===== config.mk =====
export PLATFORM = sky130hd
export DESIGN_NAME = macd_indicator_unit_flat
export DESIGN_NICKNAME = d
export VERILOG_FILES = /design/src/rtl/core/macd_pkg.sv /design/src/rtl/core/macd_if.sv /design/src/rtl/core/macd_div.sv /design/src/rtl/core/macd_scale.sv /design/src/rtl/core/macd_dp.sv /design/src/rtl/core/macd_ctrl.sv /design/src/rtl/core/macd_indicator_unit.sv /design/src/flat_wrapper.sv
export SDC_FILE = /design/constraint.sdc
export NUM_CORES = 2
export LEC_CHECK = 0
export ABC_AREA = 1
export BUFFER_PORTS_ARGS = -buffer_cell sky130_fd_sc_hd__buf_2
export CELL_PAD_IN_SITES_DETAIL_PLACEMENT = 2
export CELL_PAD_IN_SITES_GLOBAL_PLACEMENT = 2
export CORE_MARGIN = 2
export CORE_UTILIZATION = 39
export DETAILED_ROUTE_END_ITERATION = 12
export GPL_ROUTABILITY_DRIVEN = 1
export PLACE_DENSITY_LB_ADDON = 0.1
export SETUP_SLACK_MARGIN = 0.02
export SYNTH_ARGS = -nofsm -noshare
export SYNTH_HDL_FRONTEND = slang
export SYNTH_HIERARCHICAL = 1
export SYNTH_SLANG_ARGS = --single-unit

===== constraint.sdc =====
create_clock -name clock -period 34 [get_ports clock]
set_input_delay 6.8 -clock clock [delete_from_list [all_inputs] [get_ports clock]]
set_output_delay 6.8 -clock clock [all_outputs]
set_load 0.05 [all_outputs]

===== src/rtl/core/macd_pkg.sv =====
package macd_pkg;

   // price and fixed-point format
   localparam int PRICE_BITS = 32;
   localparam int FRAC_BITS  = 16;
   localparam int VAL_W      = PRICE_BITS + FRAC_BITS;
   localparam int MAG_W      = VAL_W + 1;

   // configuration fields
   localparam int PERIOD_W   = 8;
   localparam int ALPHA_W    = 16;
   localparam int CSR_IDX_W  = 3;
   localparam int CSR_DATA_W = 16;

   // seed sums hold up to 2^PERIOD_W values
   localparam int SUM_W      = VAL_W + PERIOD_W;

   // tick counter saturates at its all-ones value
   localparam int TICK_W     = 10;

   // multi-cycle scaler: chunk width and number of chunks
   localparam int MUL_W      = 32;
   localparam int MUL_STEPS  = (MAG_W + MUL_W - 1) / MUL_W;
   localparam int MUL_PAD_W  = MUL_STEPS * MUL_W;
   localparam int PROD_W     = MUL_PAD_W + ALPHA_W;

   // register indexes
   localparam logic [CSR_IDX_W-1:0] REG_FAST_PERIOD   = 3'd0;
   localparam logic [CSR_IDX_W-1:0] REG_SLOW_PERIOD   = 3'd1;
   localparam logic [CSR_IDX_W-1:0] REG_SIGNAL_PERIOD = 3'd2;
   localparam logic [CSR_IDX_W-1:0] REG_FAST_ALPHA    = 3'd3;
   localparam logic [CSR_IDX_W-1:0] REG_SLOW_ALPHA    = 3'd4;
   localparam logic [CSR_IDX_W-1:0] REG_SIGNAL_ALPHA  = 3'd5;

   // register reset values
   localparam logic [PERIOD_W-1:0] RST_FAST_PERIOD   = 8'd12;
   localparam logic [PERIOD_W-1:0] RST_SLOW_PERIOD   = 8'd26;
   localparam logic [PERIOD_W-1:0] RST_SIGNAL_PERIOD = 8'd9;
   localparam logic [ALPHA_W-1:0]  RST_FAST_ALPHA    = 16'd10082;
   localparam logic [ALPHA_W-1:0]  RST_SLOW_ALPHA    = 16'd4855;
   localparam logic [ALPHA_W-1:0]  RST_SIGNAL_ALPHA  = 16'd13107;

   // saturation limits of the macd value
   localparam logic [VAL_W-1:0] VAL_MAX = {1'b0, {(VAL_W-1){1'b1}}};
   localparam logic [VAL_W-1:0] VAL_MIN = {1'b1, {(VAL_W-1){1'b0}}};

   // which average the datapath works on
   typedef logic [1:0] unit_type;
   localparam unit_type UNIT_FAST = 2'd0;
   localparam unit_type UNIT_SLOW = 2'd1;
   localparam unit_type UNIT_SIG  = 2'd2;

   // controller to datapath
   typedef struct packed {
      logic     load;
      unit_type unit;
      logic     ema_start;
      logic     ema_write;
      logic     seed_add;
      logic     div_start;
      logic     div_write;
      logic     macd_calc;
      logic     out_load;
   } ctrl_cmd_type;

   // datapath to controller
   typedef struct packed {
      logic unit_ok;
      logic macd_ok;
      logic seed_due;
      logic scale_done;
      logic div_done;
      logic rsp_free;
   } ctrl_status_type;

endpackage


===== src/rtl/core/macd_if.sv =====
// price channel
interface macd_req_if import macd_pkg::*; ();
   logic                  valid;
   logic                  ready;
   logic [PRICE_BITS-1:0] price;

   modport source (output valid, output price, input ready);
   modport sink   (input valid, input price, output ready);
endinterface

// result channel
interface macd_rsp_if import macd_pkg::*; ();
   logic                    valid;
   logic                    ready;
   logic signed [VAL_W-1:0] macd_value;
   logic signed [VAL_W-1:0] signal_value;
   logic                    macd_valid;
   logic                    signal_valid;
   logic                    cross_up;
   logic                    cross_down;
   logic                    falling_negative;

   modport source (output valid, output macd_value, output signal_value, output macd_valid,
                   output signal_valid, output cross_up, output cross_down,
                   output falling_negative, input ready);
   modport sink   (input valid, input macd_value, input signal_value, input macd_valid,
                   input signal_valid, input cross_up, input cross_down,
                   input falling_negative, output ready);
endinterface

// register write channel
interface macd_csr_if import macd_pkg::*; ();
   logic                  valid;
   logic                  ready;
   logic [CSR_IDX_W-1:0]  index;
   logic [CSR_DATA_W-1:0] data;

   modport source (output valid, output index, output data, input ready);
   modport sink   (input valid, input index, input data, output ready);
endinterface


===== src/rtl/core/macd_div.sv =====
module macd_div import macd_pkg::*; (
   input  logic                clock,
   input  logic                reset,
   input  logic                start,
   input  logic [SUM_W-1:0]    dividend,
   input  logic [PERIOD_W-1:0] divisor,
   output logic                done,
   output logic [SUM_W-1:0]    quotient
);

   localparam int DIV_CNT_W = $clog2(SUM_W);

   logic [SUM_W-1:0]     quo_ff, quo_in;
   logic [PERIOD_W-1:0]  rem_ff, rem_in;
   logic [PERIOD_W-1:0]  dvs_ff;
   logic [DIV_CNT_W-1:0] cnt_ff;
   logic                 busy_ff;
   logic                 done_ff;
   logic [PERIOD_W:0]    trial;
   logic                 fits;

   // one restoring step: bring down the next dividend bit
   always_comb begin
      trial  = {rem_ff, quo_ff[SUM_W-1]};
      fits   = trial >= {1'b0, dvs_ff};
      rem_in = fits ? PERIOD_W'(trial - {1'b0, dvs_ff}) : trial[PERIOD_W-1:0];
      quo_in = {quo_ff[SUM_W-2:0], fits};
   end

   // control
   always_ff @(posedge clock) begin
      if (reset) begin
         busy_ff <= 1'b0;
         done_ff <= 1'b0;
         cnt_ff  <= '0;
      end else begin
         done_ff <= 1'b0;
         if (start) begin
            busy_ff <= 1'b1;
            cnt_ff  <= '0;
         end else if (busy_ff) begin
            cnt_ff <= cnt_ff + DIV_CNT_W'(1);
            if (cnt_ff == DIV_CNT_W'(SUM_W - 1)) begin
               busy_ff <= 1'b0;
               done_ff <= 1'b1;
            end
         end
      end
   end

   // operands
   always_ff @(posedge clock) begin
      if (start) begin
         quo_ff <= dividend;
         rem_ff <= '0;
         dvs_ff <= divisor;
      end else if (busy_ff) begin
         quo_ff <= quo_in;
         rem_ff <= rem_in;
      end
   end

   assign done     = done_ff;
   assign quotient = quo_ff;

endmodule


===== src/rtl/core/macd_scale.sv =====
module macd_scale import macd_pkg::*; (
   input  logic               clock,
   input  logic               reset,
   input  logic               start,
   input  logic [MAG_W-1:0]   magnitude,
   input  logic [ALPHA_W-1:0] alpha,
   output logic               done,
   output logic [MAG_W-1:0]   scaled,
   output logic               inexact
);

   localparam int SCL_CNT_W = $clog2(MUL_STEPS + 1);

   logic [MUL_PAD_W-1:0]       mag_ff;
   logic [ALPHA_W-1:0]         alpha_ff;
   logic [MUL_W+ALPHA_W-1:0]   pp_ff;
   logic [PROD_W-1:0]          acc_ff;
   logic [SCL_CNT_W-1:0]       cnt_ff;
   logic                       busy_ff;
   logic                       done_ff;

   // control: one partial product per cycle, accumulated in the next cycle
   always_ff @(posedge clock) begin
      if (reset) begin
         busy_ff <= 1'b0;
         done_ff <= 1'b0;
         cnt_ff  <= '0;
      end else begin
         done_ff <= 1'b0;
         if (start) begin
            busy_ff <= 1'b1;
            cnt_ff  <= '0;
         end else if (busy_ff) begin
            cnt_ff <= cnt_ff + SCL_CNT_W'(1);
            if (cnt_ff == SCL_CNT_W'(MUL_STEPS)) begin
               busy_ff <= 1'b0;
               done_ff <= 1'b1;
            end
         end
      end
   end

   // chunk multiply, most significant chunk first, and horner accumulate
   always_ff @(posedge clock) begin
      if (start) begin
         mag_ff   <= MUL_PAD_W'(magnitude);
         alpha_ff <= alpha;
         acc_ff   <= '0;
      end else if (busy_ff) begin
         pp_ff  <= mag_ff[MUL_PAD_W-1 -: MUL_W] * alpha_ff;
         mag_ff <= mag_ff << MUL_W;
         if (cnt_ff != '0) begin
            acc_ff <= {acc_ff[PROD_W-MUL_W-1:0], {MUL_W{1'b0}}} + PROD_W'(pp_ff);
         end
      end
   end

   assign done    = done_ff;
   assign scaled  = acc_ff[ALPHA_W +: MAG_W];
   assign inexact = |acc_ff[ALPHA_W-1:0];

endmodule


===== src/rtl/core/macd_dp.sv =====
module macd_dp import macd_pkg::*; (
   input  logic                    clock,
   input  logic                    reset,
   input  ctrl_cmd_type            cmd,
   output ctrl_status_type         status,
   input  logic [PRICE_BITS-1:0]   price,
   input  logic                    csr_write,
   input  logic [CSR_IDX_W-1:0]    csr_index,
   input  logic [CSR_DATA_W-1:0]   csr_data,
   input  logic                    rsp_ready,
   output logic                    rsp_valid,
   output logic signed [VAL_W-1:0] rsp_macd_value,
   output logic signed [VAL_W-1:0] rsp_signal_value,
   output logic                    rsp_macd_valid,
   output logic                    rsp_signal_valid,
   output logic                    rsp_cross_up,
   output logic                    rsp_cross_down,
   output logic                    rsp_falling_negative
);

   // configuration
   logic [PERIOD_W-1:0] fast_period_ff, slow_period_ff, signal_period_ff;
   logic [ALPHA_W-1:0]  fast_alpha_ff, slow_alpha_ff, signal_alpha_ff;

   // indicator state
   logic [VAL_W-1:0]        px_ff;
   logic [TICK_W-1:0]       tick_ff;
   logic [VAL_W-1:0]        fast_avg_ff, slow_avg_ff;
   logic signed [VAL_W-1:0] sig_avg_ff;
   logic [SUM_W-1:0]        fast_sum_ff, slow_sum_ff, sig_sum_ff;
   logic [PERIOD_W-1:0]     sig_cnt_ff;
   logic                    fast_ok_ff, slow_ok_ff, sig_ok_ff;
   logic signed [VAL_W-1:0] macd_ff;
   logic signed [VAL_W-1:0] prev_macd_ff, prev_sig_ff;
   logic                    prev_macd_ok_ff, prev_sig_ok_ff;
   logic                    down_ff;
   logic                    div_neg_ff;
   logic                    rsp_valid_ff;

   // result register
   logic signed [VAL_W-1:0] out_macd_ff, out_sig_ff;
   logic                    out_macd_ok_ff, out_sig_ok_ff;
   logic                    out_cu_ff, out_cd_ff, out_fn_ff;

   // unit selection
   logic [VAL_W-1:0]    sel_avg, sel_x;
   logic [ALPHA_W-1:0]  sel_alpha;
   logic                sel_ok, sel_signed;
   logic [SUM_W-1:0]    sel_sum;
   logic [PERIOD_W-1:0] sel_period, eff_period;
   logic [TICK_W-1:0]   sel_cnt;

   // arithmetic
   logic [MAG_W-1:0]        ext_x, ext_avg, mag_up, mag_dn, ema_mag;
   logic                    ema_down;
   logic [SUM_W-1:0]        val_ext, sum_new, div_mag;
   logic                    div_neg;
   logic [VAL_W-1:0]        ema_new, div_val, avg_new, q_ema, q_div;
   logic [MAG_W-1:0]        macd_diff;
   logic signed [VAL_W-1:0] macd_sat, sig_out;
   logic                    macd_ok, both_ok;

   // shared units
   logic                    scale_done, scale_inexact;
   logic [MAG_W-1:0]        scaled;
   logic                    div_done;
   logic [SUM_W-1:0]        quotient;

   macd_scale u_scale (
      .clock     (clock),
      .reset     (reset),
      .start     (cmd.ema_start),
      .magnitude (ema_mag),
      .alpha     (sel_alpha),
      .done      (scale_done),
      .scaled    (scaled),
      .inexact   (scale_inexact)
   );

   macd_div u_div (
      .clock    (clock),
      .reset    (reset),
      .start    (cmd.div_start),
      .dividend (div_mag),
      .divisor  (sel_cnt[PERIOD_W-1:0]),
      .done     (div_done),
      .quotient (quotient)
   );

   // operand mux for the average being worked on
   always_comb begin
      unique case (cmd.unit)
         UNIT_FAST: begin
            sel_avg    = fast_avg_ff;
            sel_x      = px_ff;
            sel_alpha  = fast_alpha_ff;
            sel_ok     = fast_ok_ff;
            sel_sum    = fast_sum_ff;
            sel_period = fast_period_ff;
            sel_cnt    = tick_ff;
            sel_signed = 1'b0;
         end
         UNIT_SLOW: begin
            sel_avg    = slow_avg_ff;
            sel_x      = px_ff;
            sel_alpha  = slow_alpha_ff;
            sel_ok     = slow_ok_ff;
            sel_sum    = slow_sum_ff;
            sel_period = slow_period_ff;
            sel_cnt    = tick_ff;
            sel_signed = 1'b0;
         end
         default: begin
            sel_avg    = sig_avg_ff;
            sel_x      = macd_ff;
            sel_alpha  = signal_alpha_ff;
            sel_ok     = sig_ok_ff;
            sel_sum    = sig_sum_ff;
            sel_period = signal_period_ff;
            sel_cnt    = TICK_W'(sig_cnt_ff);
            sel_signed = 1'b1;
         end
      endcase
   end

   // ema: direction and magnitude of the step
   always_comb begin
      ext_x    = {sel_signed & sel_x[VAL_W-1], sel_x};
      ext_avg  = {sel_signed & sel_avg[VAL_W-1], sel_avg};
      ema_down = $signed(ext_x) < $signed(ext_avg);
      mag_up   = ext_x - ext_avg;
      mag_dn   = ext_avg - ext_x;
      ema_mag  = ema_down ? mag_dn : mag_up;
   end

   // ema: floor step, going down subtracts the ceiling
   always_comb begin
      q_ema   = scaled[VAL_W-1:0];
      ema_new = sel_avg + (down_ff ? ~q_ema : q_ema) + VAL_W'(down_ff & ~scale_inexact);
   end

   // seed sum and effective period
   always_comb begin
      val_ext    = sel_signed ? {{(SUM_W-VAL_W){sel_x[VAL_W-1]}}, sel_x}
                              : {{(SUM_W-VAL_W){1'b0}}, sel_x};
      sum_new    = sel_sum + val_ext;
      eff_period = (sel_period == '0) ? PERIOD_W'(1) : sel_period;
   end

   // seed division on magnitudes, quotient truncates toward zero
   always_comb begin
      div_neg = sel_signed & sel_sum[SUM_W-1];
      div_mag = div_neg ? -sel_sum : sel_sum;
      q_div   = quotient[VAL_W-1:0];
      div_val = div_neg_ff ? -q_div : q_div;
      avg_new = cmd.div_write ? div_val : ema_new;
   end

   // macd: fast minus slow, saturated
   always_comb begin
      macd_ok   = fast_ok_ff & slow_ok_ff;
      macd_diff = {1'b0, fast_avg_ff} - {1'b0, slow_avg_ff};
      if (macd_diff[VAL_W] != macd_diff[VAL_W-1]) begin
         macd_sat = macd_diff[VAL_W] ? VAL_MIN : VAL_MAX;
      end else begin
         macd_sat = macd_diff[VAL_W-1:0];
      end
   end

   // result flags
   always_comb begin
      sig_out = sig_ok_ff ? sig_avg_ff : '0;
      both_ok = macd_ok & sig_ok_ff & prev_macd_ok_ff & prev_sig_ok_ff;
   end

   // status
   always_comb begin
      status.unit_ok    = sel_ok;
      status.macd_ok    = macd_ok;
      status.seed_due   = sel_cnt >= TICK_W'(eff_period);
      status.scale_done = scale_done;
      status.div_done   = div_done;
      status.rsp_free   = ~rsp_valid_ff | rsp_ready;
   end

   // configuration registers
   always_ff @(posedge clock) begin
      if (reset) begin
         fast_period_ff   <= RST_FAST_PERIOD;
         slow_period_ff   <= RST_SLOW_PERIOD;
         signal_period_ff <= RST_SIGNAL_PERIOD;
         fast_alpha_ff    <= RST_FAST_ALPHA;
         slow_alpha_ff    <= RST_SLOW_ALPHA;
         signal_alpha_ff  <= RST_SIGNAL_ALPHA;
      end else if (csr_write) begin
         unique case (csr_index)
            REG_FAST_PERIOD:   fast_period_ff   <= csr_data[PERIOD_W-1:0];
            REG_SLOW_PERIOD:   slow_period_ff   <= csr_data[PERIOD_W-1:0];
            REG_SIGNAL_PERIOD: signal_period_ff <= csr_data[PERIOD_W-1:0];
            REG_FAST_ALPHA:    fast_alpha_ff    <= csr_data[ALPHA_W-1:0];
            REG_SLOW_ALPHA:    slow_alpha_ff    <= csr_data[ALPHA_W-1:0];
            REG_SIGNAL_ALPHA:  signal_alpha_ff  <= csr_data[ALPHA_W-1:0];
            default: ;
         endcase
      end
   end

   // indicator state
   always_ff @(posedge clock) begin
      if (reset) begin
         tick_ff         <= '0;
         fast_avg_ff     <= '0;
         slow_avg_ff     <= '0;
         sig_avg_ff      <= '0;
         fast_sum_ff     <= '0;
         slow_sum_ff     <= '0;
         sig_sum_ff      <= '0;
         sig_cnt_ff      <= '0;
         fast_ok_ff      <= 1'b0;
         slow_ok_ff      <= 1'b0;
         sig_ok_ff       <= 1'b0;
         prev_macd_ff    <= '0;
         prev_sig_ff     <= '0;
         prev_macd_ok_ff <= 1'b0;
         prev_sig_ok_ff  <= 1'b0;
         rsp_valid_ff    <= 1'b0;
      end else begin
         // saturating tick count
         if (cmd.load && (tick_ff != '1)) begin
            tick_ff <= tick_ff + TICK_W'(1);
         end
         // average update from ema step or seed
         if (cmd.ema_write || cmd.div_write) begin
            unique case (cmd.unit)
               UNIT_FAST: fast_avg_ff <= avg_new;
               UNIT_SLOW: slow_avg_ff <= avg_new;
               default:   sig_avg_ff  <= avg_new;
            endcase
         end
         if (cmd.div_write) begin
            unique case (cmd.unit)
               UNIT_FAST: fast_ok_ff <= 1'b1;
               UNIT_SLOW: slow_ok_ff <= 1'b1;
               default:   sig_ok_ff  <= 1'b1;
            endcase
         end
         // seed accumulation
         if (cmd.seed_add) begin
            unique case (cmd.unit)
               UNIT_FAST: fast_sum_ff <= sum_new;
               UNIT_SLOW: slow_sum_ff <= sum_new;
               default: begin
                  sig_sum_ff <= sum_new;
                  sig_cnt_ff <= sig_cnt_ff + PERIOD_W'(1);
               end
            endcase
         end
         // previous values for crossover detection
         if (cmd.out_load) begin
            prev_macd_ff    <= macd_ff;
            prev_sig_ff     <= sig_out;
            prev_macd_ok_ff <= macd_ok;
            prev_sig_ok_ff  <= sig_ok_ff;
         end
         // output register handshake
         if (cmd.out_load) begin
            rsp_valid_ff <= 1'b1;
         end else if (rsp_ready) begin
            rsp_valid_ff <= 1'b0;
         end
      end
   end

   // payload registers
   always_ff @(posedge clock) begin
      if (cmd.load) begin
         px_ff <= {price, {FRAC_BITS{1'b0}}};
      end
      if (cmd.ema_start) begin
         down_ff <= ema_down;
      end
      if (cmd.div_start) begin
         div_neg_ff <= div_neg;
      end
      if (cmd.macd_calc) begin
         macd_ff <= macd_ok ? macd_sat : '0;
      end
      if (cmd.out_load) begin
         out_macd_ff    <= macd_ff;
         out_sig_ff     <= sig_out;
         out_macd_ok_ff <= macd_ok;
         out_sig_ok_ff  <= sig_ok_ff;
         out_cu_ff      <= both_ok & (prev_macd_ff <= prev_sig_ff) & (macd_ff > sig_out);
         out_cd_ff      <= both_ok & (prev_macd_ff >= prev_sig_ff) & (macd_ff < sig_out);
         out_fn_ff      <= macd_ok & prev_macd_ok_ff & macd_ff[VAL_W-1]
                           & (macd_ff < prev_macd_ff);
      end
   end

   assign rsp_valid            = rsp_valid_ff;
   assign rsp_macd_value       = out_macd_ff;
   assign rsp_signal_value     = out_sig_ff;
   assign rsp_macd_valid       = out_macd_ok_ff;
   assign rsp_signal_valid     = out_sig_ok_ff;
   assign rsp_cross_up         = out_cu_ff;
   assign rsp_cross_down       = out_cd_ff;
   assign rsp_falling_negative = out_fn_ff;

endmodule


===== src/rtl/core/macd_ctrl.sv =====
module macd_ctrl import macd_pkg::*; (
   input  logic            clock,
   input  logic            reset,
   input  logic            req_valid,
   output logic            req_ready,
   input  ctrl_status_type status,
   output ctrl_cmd_type    cmd
);

   localparam logic [2:0] S_IDLE = 3'd0;
   localparam logic [2:0] S_UNIT = 3'd1;
   localparam logic [2:0] S_EMA  = 3'd2;
   localparam logic [2:0] S_CHK  = 3'd3;
   localparam logic [2:0] S_DIV  = 3'd4;
   localparam logic [2:0] S_MACD = 3'd5;
   localparam logic [2:0] S_OUT  = 3'd6;

   logic [2:0] state_ff, state_in;
   unit_type   unit_ff, unit_in;
   logic [2:0] after_state;
   unit_type   after_unit;

   // where to go once the current average is done
   always_comb begin
      after_unit = unit_ff;
      unique case (unit_ff)
         UNIT_FAST: begin
            after_state = S_UNIT;
            after_unit  = UNIT_SLOW;
         end
         UNIT_SLOW: after_state = S_MACD;
         default:   after_state = S_OUT;
      endcase
   end

   // sequencer: fast, slow, macd, signal once macd is valid, result
   always_comb begin
      cmd       = '0;
      cmd.unit  = unit_ff;
      state_in  = state_ff;
      unit_in   = unit_ff;
      req_ready = (state_ff == S_IDLE);
      unique case (state_ff)
         S_IDLE: begin
            if (req_valid) begin
               cmd.load = 1'b1;
               unit_in  = UNIT_FAST;
               state_in = S_UNIT;
            end
         end
         S_UNIT: begin
            if (status.unit_ok) begin
               cmd.ema_start = 1'b1;
               state_in      = S_EMA;
            end else begin
               cmd.seed_add = 1'b1;
               state_in     = S_CHK;
            end
         end
         S_EMA: begin
            if (status.scale_done) begin
               cmd.ema_write = 1'b1;
               state_in      = after_state;
               unit_in       = after_unit;
            end
         end
         S_CHK: begin
            if (status.seed_due) begin
               cmd.div_start = 1'b1;
               state_in      = S_DIV;
            end else begin
               state_in = after_state;
               unit_in  = after_unit;
            end
         end
         S_DIV: begin
            if (status.div_done) begin
               cmd.div_write = 1'b1;
               state_in      = after_state;
               unit_in       = after_unit;
            end
         end
         S_MACD: begin
            cmd.macd_calc = 1'b1;
            if (status.macd_ok) begin
               unit_in  = UNIT_SIG;
               state_in = S_UNIT;
            end else begin
               state_in = S_OUT;
            end
         end
         S_OUT: begin
            if (status.rsp_free) begin
               cmd.out_load = 1'b1;
               state_in     = S_IDLE;
            end
         end
         default: state_in = S_IDLE;
      endcase
   end

   always_ff @(posedge clock) begin
      if (reset) begin
         state_ff <= S_IDLE;
         unit_ff  <= UNIT_FAST;
      end else begin
         state_ff <= state_in;
         unit_ff  <= unit_in;
      end
   end

endmodule


===== src/rtl/core/macd_indicator_unit.sv =====
// MACD indicator: one price in, one result out per tick. Each price gets 16 fraction bits,
// feeds a fast and a slow exponential average (each seeded by the truncated mean of its
// first period prices), and their difference feeds a signal average seeded the same way.
// Results carry macd and signal in Q32.16, their valid flags, up/down crossovers and a
// falling-below-zero flag. Registers 0..5 are fast, slow and signal period, then fast,
// slow and signal alpha (Q0.16); write them only while no tick is in flight. A tick is
// worked on one at a time by a sequencer over a shared datapath: once all averages are
// seeded, each of the three averages takes a pass through the two-chunk 32x16 scaler,
// plus a step each for the macd and the result. The pass in which an average takes its
// seed is spent mostly in the one-bit-per-cycle seed divider instead. The result sits in
// an output register, so the next price is accepted while the previous result waits to
// be taken.
module macd_indicator_unit import macd_pkg::*; (
   input  logic     clock,
   input  logic     reset,
   macd_req_if.sink   req_if,
   macd_rsp_if.source rsp_if,
   macd_csr_if.sink   csr_if
);

   ctrl_cmd_type    cmd;
   ctrl_status_type status;
   logic            req_ready;

   // registers are always writable
   assign csr_if.ready = 1'b1;
   assign req_if.ready = req_ready;

   macd_ctrl u_ctrl (
      .clock     (clock),
      .reset     (reset),
      .req_valid (req_if.valid),
      .req_ready (req_ready),
      .status    (status),
      .cmd       (cmd)
   );

   macd_dp u_dp (
      .clock                (clock),
      .reset                (reset),
      .cmd                  (cmd),
      .status               (status),
      .price                (req_if.price),
      .csr_write            (csr_if.valid),
      .csr_index            (csr_if.index),
      .csr_data             (csr_if.data),
      .rsp_ready            (rsp_if.ready),
      .rsp_valid            (rsp_if.valid),
      .rsp_macd_value       (rsp_if.macd_value),
      .rsp_signal_value     (rsp_if.signal_value),
      .rsp_macd_valid       (rsp_if.macd_valid),
      .rsp_signal_valid     (rsp_if.signal_valid),
      .rsp_cross_up         (rsp_if.cross_up),
      .rsp_cross_down       (rsp_if.cross_down),
      .rsp_falling_negative (rsp_if.falling_negative)
   );

endmodule


===== src/flat_wrapper.sv =====
// flat-port wrapper written by rule: the top's interface ports become plain ports
module macd_indicator_unit_flat import macd_pkg::*;
  (clock, reset, req_if_valid, req_if_price, req_if_ready, rsp_if_valid, rsp_if_macd_value, rsp_if_signal_value, rsp_if_macd_valid, rsp_if_signal_valid, rsp_if_cross_up, rsp_if_cross_down, rsp_if_falling_negative, rsp_if_ready, csr_if_valid, csr_if_index, csr_if_data, csr_if_ready);
  macd_req_if req_if_i ();
  macd_rsp_if rsp_if_i ();
  macd_csr_if csr_if_i ();
  input  logic clock;
  input  logic reset;
  input wire logic [$bits(req_if_i.valid)-1:0] req_if_valid;
  input wire logic [$bits(req_if_i.price)-1:0] req_if_price;
  output wire logic [$bits(req_if_i.ready)-1:0] req_if_ready;
  output wire logic [$bits(rsp_if_i.valid)-1:0] rsp_if_valid;
  output wire logic [$bits(rsp_if_i.macd_value)-1:0] rsp_if_macd_value;
  output wire logic [$bits(rsp_if_i.signal_value)-1:0] rsp_if_signal_value;
  output wire logic [$bits(rsp_if_i.macd_valid)-1:0] rsp_if_macd_valid;
  output wire logic [$bits(rsp_if_i.signal_valid)-1:0] rsp_if_signal_valid;
  output wire logic [$bits(rsp_if_i.cross_up)-1:0] rsp_if_cross_up;
  output wire logic [$bits(rsp_if_i.cross_down)-1:0] rsp_if_cross_down;
  output wire logic [$bits(rsp_if_i.falling_negative)-1:0] rsp_if_falling_negative;
  input wire logic [$bits(rsp_if_i.ready)-1:0] rsp_if_ready;
  input wire logic [$bits(csr_if_i.valid)-1:0] csr_if_valid;
  input wire logic [$bits(csr_if_i.index)-1:0] csr_if_index;
  input wire logic [$bits(csr_if_i.data)-1:0] csr_if_data;
  output wire logic [$bits(csr_if_i.ready)-1:0] csr_if_ready;
  assign req_if_i.valid = req_if_valid;
  assign req_if_i.price = req_if_price;
  assign req_if_ready = req_if_i.ready;
  assign rsp_if_valid = rsp_if_i.valid;
  assign rsp_if_macd_value = rsp_if_i.macd_value;
  assign rsp_if_signal_value = rsp_if_i.signal_value;
  assign rsp_if_macd_valid = rsp_if_i.macd_valid;
  assign rsp_if_signal_valid = rsp_if_i.signal_valid;
  assign rsp_if_cross_up = rsp_if_i.cross_up;
  assign rsp_if_cross_down = rsp_if_i.cross_down;
  assign rsp_if_falling_negative = rsp_if_i.falling_negative;
  assign rsp_if_i.ready = rsp_if_ready;
  assign csr_if_i.valid = csr_if_valid;
  assign csr_if_i.index = csr_if_index;
  assign csr_if_i.data = csr_if_data;
  assign csr_if_ready = csr_if_i.ready;
  macd_indicator_unit u_core (.clock(clock), .reset(reset), .req_if(req_if_i), .rsp_if(rsp_if_i), .csr_if(csr_if_i));
endmodule

* Yosys cells after proc, flatten, opt, wreduce, memory -nomap -nowiden
Index checks and enable logic that the tools add are counted.
** Operators by class
- Bitwise operators :: 23
- Order comparisons :: 8
- Multiplexer cells :: 64
- Add/subtract/negate cells :: 14
- $mul :: 1
- Reduce and logical (&&, ||, !) cells :: 36
- Eq/ne operators :: 22
** Operator list (count)
- $mux 48 :: 7
- $mux 56 :: 4
- $mux 49 :: 3
- $pmux 56 s2 :: 1
- $sub 49x49->49 :: 2
- $add 48x48->48 :: 2
- $lt 48x48->1 :: 2
- $pmux 48 s2 :: 1
- $add 64x48->64 :: 1
- $add 56x56->56 :: 1
- $neg 56->56 :: 1
- $lt 49x49->1 :: 1
- $sub 48x48->49 :: 1
- $and 1x48->48 :: 1
- $ge 48x48->1 :: 1
- $gt 48x48->1 :: 1
- $le 48x48->1 :: 1
- $mul 32x16->48 :: 1
- $neg 48->48 :: 1
- $not 1->48 :: 1
- $not 48->48 :: 1
- $reduce_and 2->1 :: 17
- $pmux 16 s2 :: 1
- $mux 1 :: 27
- other kinds (41) :: 88
** Storage, ports and cells
- Bits of input ports :: 56
- Output and inout port bits :: 104
- Logic and storage cells :: 217
- Flip-flop bits (word level) :: 968

* Logic depth before layout (Yosys ltp)
- Depth after elaboration :: 8
- Mapped depth :: 28
- Gate-level depth less buffers :: 25

* By module
Netlist, hierarchy kept.
** Modules (own cells, without submodules)
- macd_dp :: area an instance 52927.0 um^2, sequential area each 15584.9 um^2, instances 1, cells an instance 7977
- macd_scale :: area an instance 26063.7 um^2, sequential area each 5074.9 um^2, instances 1, cells an instance 3373
- macd_div :: area an instance 3754.9 um^2, sequential area each 2242.2 um^2, instances 1, cells an instance 417
- macd_ctrl :: area an instance 434.2 um^2, sequential area each 100.1 um^2, instances 1, cells an instance 79
- macd_indicator_unit :: area an instance 11.3 um^2, sequential area each 0.0 um^2, instances 1, cells an instance 2

* Least setup slack after synthesis
No wires, ideal clock.
- Kind :: input port to flip-flop
- Start point :: input port rsp_if_ready
- End point :: register u_core.u_dp.prev_macd_ff[45]
- Stages :: 10
- Required time :: 33.868 ns
- Setup slack :: 15.992 ns
- Library setup time :: 0.132 ns
- Arrival :: 17.875 ns
- Path buffers :: 3
- Cells stage by stage :: inv_1 -> nand2_1 -> inv_1 -> nor4_1 -> clkbuf_1 -> inv_1 -> clkbuf_1 -> clkbuf_1 -> o21ai_0 -> a21oi_1
** RTL lines
- from (decl) :: RTL line flat_wrapper.sv:20 : input wire logic [$bits(rsp_if_i.ready)-1:0] rsp_if_ready;
- to (signal assigned) :: RTL line macd_dp.sv:260 : prev_macd_ff <= macd_ff;
- to (decl) :: RTL line macd_dp.sv:34 : logic signed [VAL_W-1:0] prev_macd_ff, prev_sig_ff;

* Final worst setup path
- Start point :: register u_core.u_ctrl.state_ff[0]
- End point :: output port req_if_ready
** On the way
- Longest elaborated chain between the ends :: 1
** Ends and longest elaborated chain
- from (decl) :: RTL line macd_ctrl.sv:18 : logic [2:0] state_ff, state_in;
- from (signal assigned) :: RTL line macd_ctrl.sv:107 : state_ff <= state_in;
- $logic_not 3->1 :: RTL line macd_ctrl.sv:42 : req_ready = (state_ff == S_IDLE);
- to (decl) :: RTL line flat_wrapper.sv:11 : output wire logic [$bits(req_if_i.ready)-1:0] req_if_ready;
No other way between the ends.

==> results.sh <==
export IMPL_status="finished clean"
export IMPL_dr_pass1_iters=5
export IMPL_finish_instance_area_um2=90300
export IMPL_finalMaxSlewViolations=0
export IMPL_drtIter0Drc=5832
export IMPL_portBuffers=158
export IMPL_grt_max_degree=162
export IMPL_clock_fmax_mhz=113
export IMPL_cts_buffer_depth=3
export IMPL_coreArea_um2=212000
export IMPL_r2r_setup_slack_ps=25760
export IMPL_worstSetupPathType="flip-flop to primary output"
export IMPL_cap_violations=0
export IMPL_syn_cell_area_um2=83100
export IMPL_worst_pin_slew_ps=1390
export IMPL_timing_rr_end="u_core/u_dp/u_div/quotient[35]$_DFFE_PP_"
export IMPL_rsz0062_at_grt="no"
export IMPL_layout_commonest_cell="nand2_1"
export IMPL_num_io_pins=160
export IMPL_postPlaceCellArea_um2=86200
export IMPL_vias=82000
export IMPL_dieWidth_um=466
export IMPL_end_kind="primary output"
export IMPL_fp_dieH_um=466
export IMPL_netSwitchingFraction_pct=53.9
export IMPL_fin_crit_sh_pct=26.1
export IMPL_final_cell_mix="nand2_1 (2590), inv_1 (2260), nor2_1 (1106), a21oi_1 (900), o21ai_0 (699)"
export IMPL_drc_errors=0
export IMPL_fill_cells=25400
export IMPL_leakagePower_nw=45.6
export IMPL_synth_nets=12900
export IMPL_arrival_ps=2080
export IMPL_fin_skew_ps=98.2
export IMPL_ant_nets=0
export IMPL_drive_gt1_share_pct=5.53
export IMPL_cts_tree="done"
export IMPL_track_usage_pct=36.1
export IMPL_path_max_fanout=7
export IMPL_clkTransAtPathRegs_ps=60
export IMPL_gp_congestion=0.991
export IMPL_setup_tns_ps=0
export IMPL_power_density_nw_per_um2=79.1
export IMPL_irDropWorstVdd_mv=0.0563
export IMPL_crit_required_ps=27200
export IMPL_design_die_area_um2=217000
export IMPL_start_util_pct=39.2
export IMPL_insertion_delay_ps=830
export IMPL_start_kind="flip-flop"
export IMPL_power_internal_mw=3.29
export IMPL_cts_buffers=117
export IMPL_min_path_type="flip-flop to flip-flop"
export IMPL_syn_avg_cell_area_um2=7.02
export IMPL_cts_resized=0
export IMPL_root_buffer="clkbuf_16"
export IMPL_combPwrFrac_pct=61.4
export IMPL_routedWlPerCell_um=27.2
export IMPL_final_setup_viol_count=0
export IMPL_fin_crit_ps=8880
export IMPL_rows=169
export IMPL_hpwlAfterDp_mm=322
export IMPL_max_slew_margin_pct=6.42
export IMPL_min_from="u_core/u_dp/fast_sum_ff[0]$_SDFFE_PP0P_"
export IMPL_power_switching_mw=3.85
export IMPL_pwr_share_seq_pct=19.5
export IMPL_via_per_inst=5.60
export IMPL_yosysWarnings=6
export IMPL_timing_rr_start="u_core/u_ctrl/unit_ff[1]$_SDFFE_PP0P_"
export IMPL_grt_pass1_vias=88900
export IMPL_final_nets=12700
export IMPL_grt_pass1_wl_mm=588
export IMPL_area_growth_pct=8.68
export IMPL_antenna_found_initial=36
export IMPL_ctsHoldBuffers=0
export IMPL_holdPathStages=2
export IMPL_report_final_hold_viol_count=0
export IMPL_placed_cells=14400
export IMPL_drt_total_wl_mm=398
export IMPL_worstRegToRegCells=25
export IMPL_cts_setup_buffers=0
export IMPL_pwr_share_clk_pct=19.1
export IMPL_cts_sinks=968
export IMPL_grt_overflow=0
export IMPL_min_to="u_core/u_dp/fast_sum_ff[0]$_SDFFE_PP0P_"
export IMPL_htree_levels=3
export IMPL_synthCells=11800
export IMPL_final_instance_count_excl_fill=14600
[worst max-delay path, cell delays in order (launching register included)]
cell and delay [ps]:
dfxtp_1 390, nor2_2 200, nand2_1 200, inv_1 160, buf_2 300
[flip-flops by register name, summed over array words and instances (netlist names), 32 cells and up]
signal,cells
u_core/u_dp/slow_sum_ff,56
u_core/u_dp/u_scale/mag_ff,64
u_core/u_dp/u_div/quotient,56
u_core/u_dp/px_ff,32
u_core/u_dp/rsp_signal_value,48
u_core/u_dp/fast_sum_ff,56
u_core/u_dp/u_scale/acc_ff,64
u_core/u_dp/sig_avg_ff,48
u_core/u_dp/fast_avg_ff,48
u_core/u_dp/prev_macd_ff,48
u_core/u_dp/rsp_macd_value,48
u_core/u_dp/prev_sig_ff,48
u_core/u_dp/macd_ff,48
u_core/u_dp/sig_sum_ff,56
u_core/u_dp/slow_avg_ff,48
u_core/u_dp/u_scale/pp_ff,48
[area by class of cell]
class	count	area, um2	share of cell area, %
clock buffers	156	3260	3.61
diodes	11	27.5	0.0305
repair buffers	267	1640	1.82
multi-input cells	8062	49400	54.7
clock inverters	64	878	0.972
inverters	2300	8640	9.57
well taps	2821	3530	3.91
flip-flops and latches	968	23000	25.4
[metrics by stage]
stage / total power [mW] / setup WS [ps] / util (%) / hold WS (ps)
floorplan: 4.00 / 15990 / - / 406
global placement: 5.54 / 24870 / 40.7 / 439
detailed placement: 5.69 / 24750 / 40.7 / 447
CTS: 7.10 / 25070 / 42.6 / 463
global route: 7.56 / 25040 / 42.6 / 489
finish: 7.14 / 25120 / 42.6 / 461
[how the worst max path moves through the flow]
stage                                                      end                              startpoint  cells past startpoint  slack [ps]
finish                                            req_if_ready  u_core/u_ctrl/state_ff[0]$_SDFFE_PP0P_                      4       25120
global route                                      req_if_ready  u_core/u_ctrl/state_ff[0]$_SDFFE_PP0P_                      4       25040
CTS                                               req_if_ready  u_core/u_ctrl/state_ff[0]$_SDFFE_PP0P_                      4       25070
detailed placement   u_core/u_dp/prev_macd_ff[37]$_SDFFE_PP0P_                                   reset                      5       24750
global placement    u_core/u_dp/fast_alpha_ff[12]$_SDFFE_PP0P_                                   reset                      5       24870
floorplan            u_core/u_dp/prev_macd_ff[45]$_SDFFE_PP0P_                            rsp_if_ready                     10       15990
[power by group through the flow]
stage,combinational (mW),clock (mW),sequential [mW]
floorplan,2.63,0,1.37
global placement,4.13,0,1.41
detailed placement,4.28,0,1.42
CTS,4.32,1.39,1.39
global route,4.73,1.43,1.40
finish,4.39,1.36,1.39
[per-layer routing]
| layer | wire length (um) | up-vias | global-route usage [%] |
|---|---|---|---|
| met5 | 92 | - | 0 |
| met3 | 19600 | 647 | 4.35 |
| met1 | 174000 | 42200 | 47.4 |
| met2 | 187000 | 2047 | 60.4 |
| met4 | 17700 | 14 | 14.1 |
| li1 | - | 37100 | - |
Power figures use the tool's default switching activity.
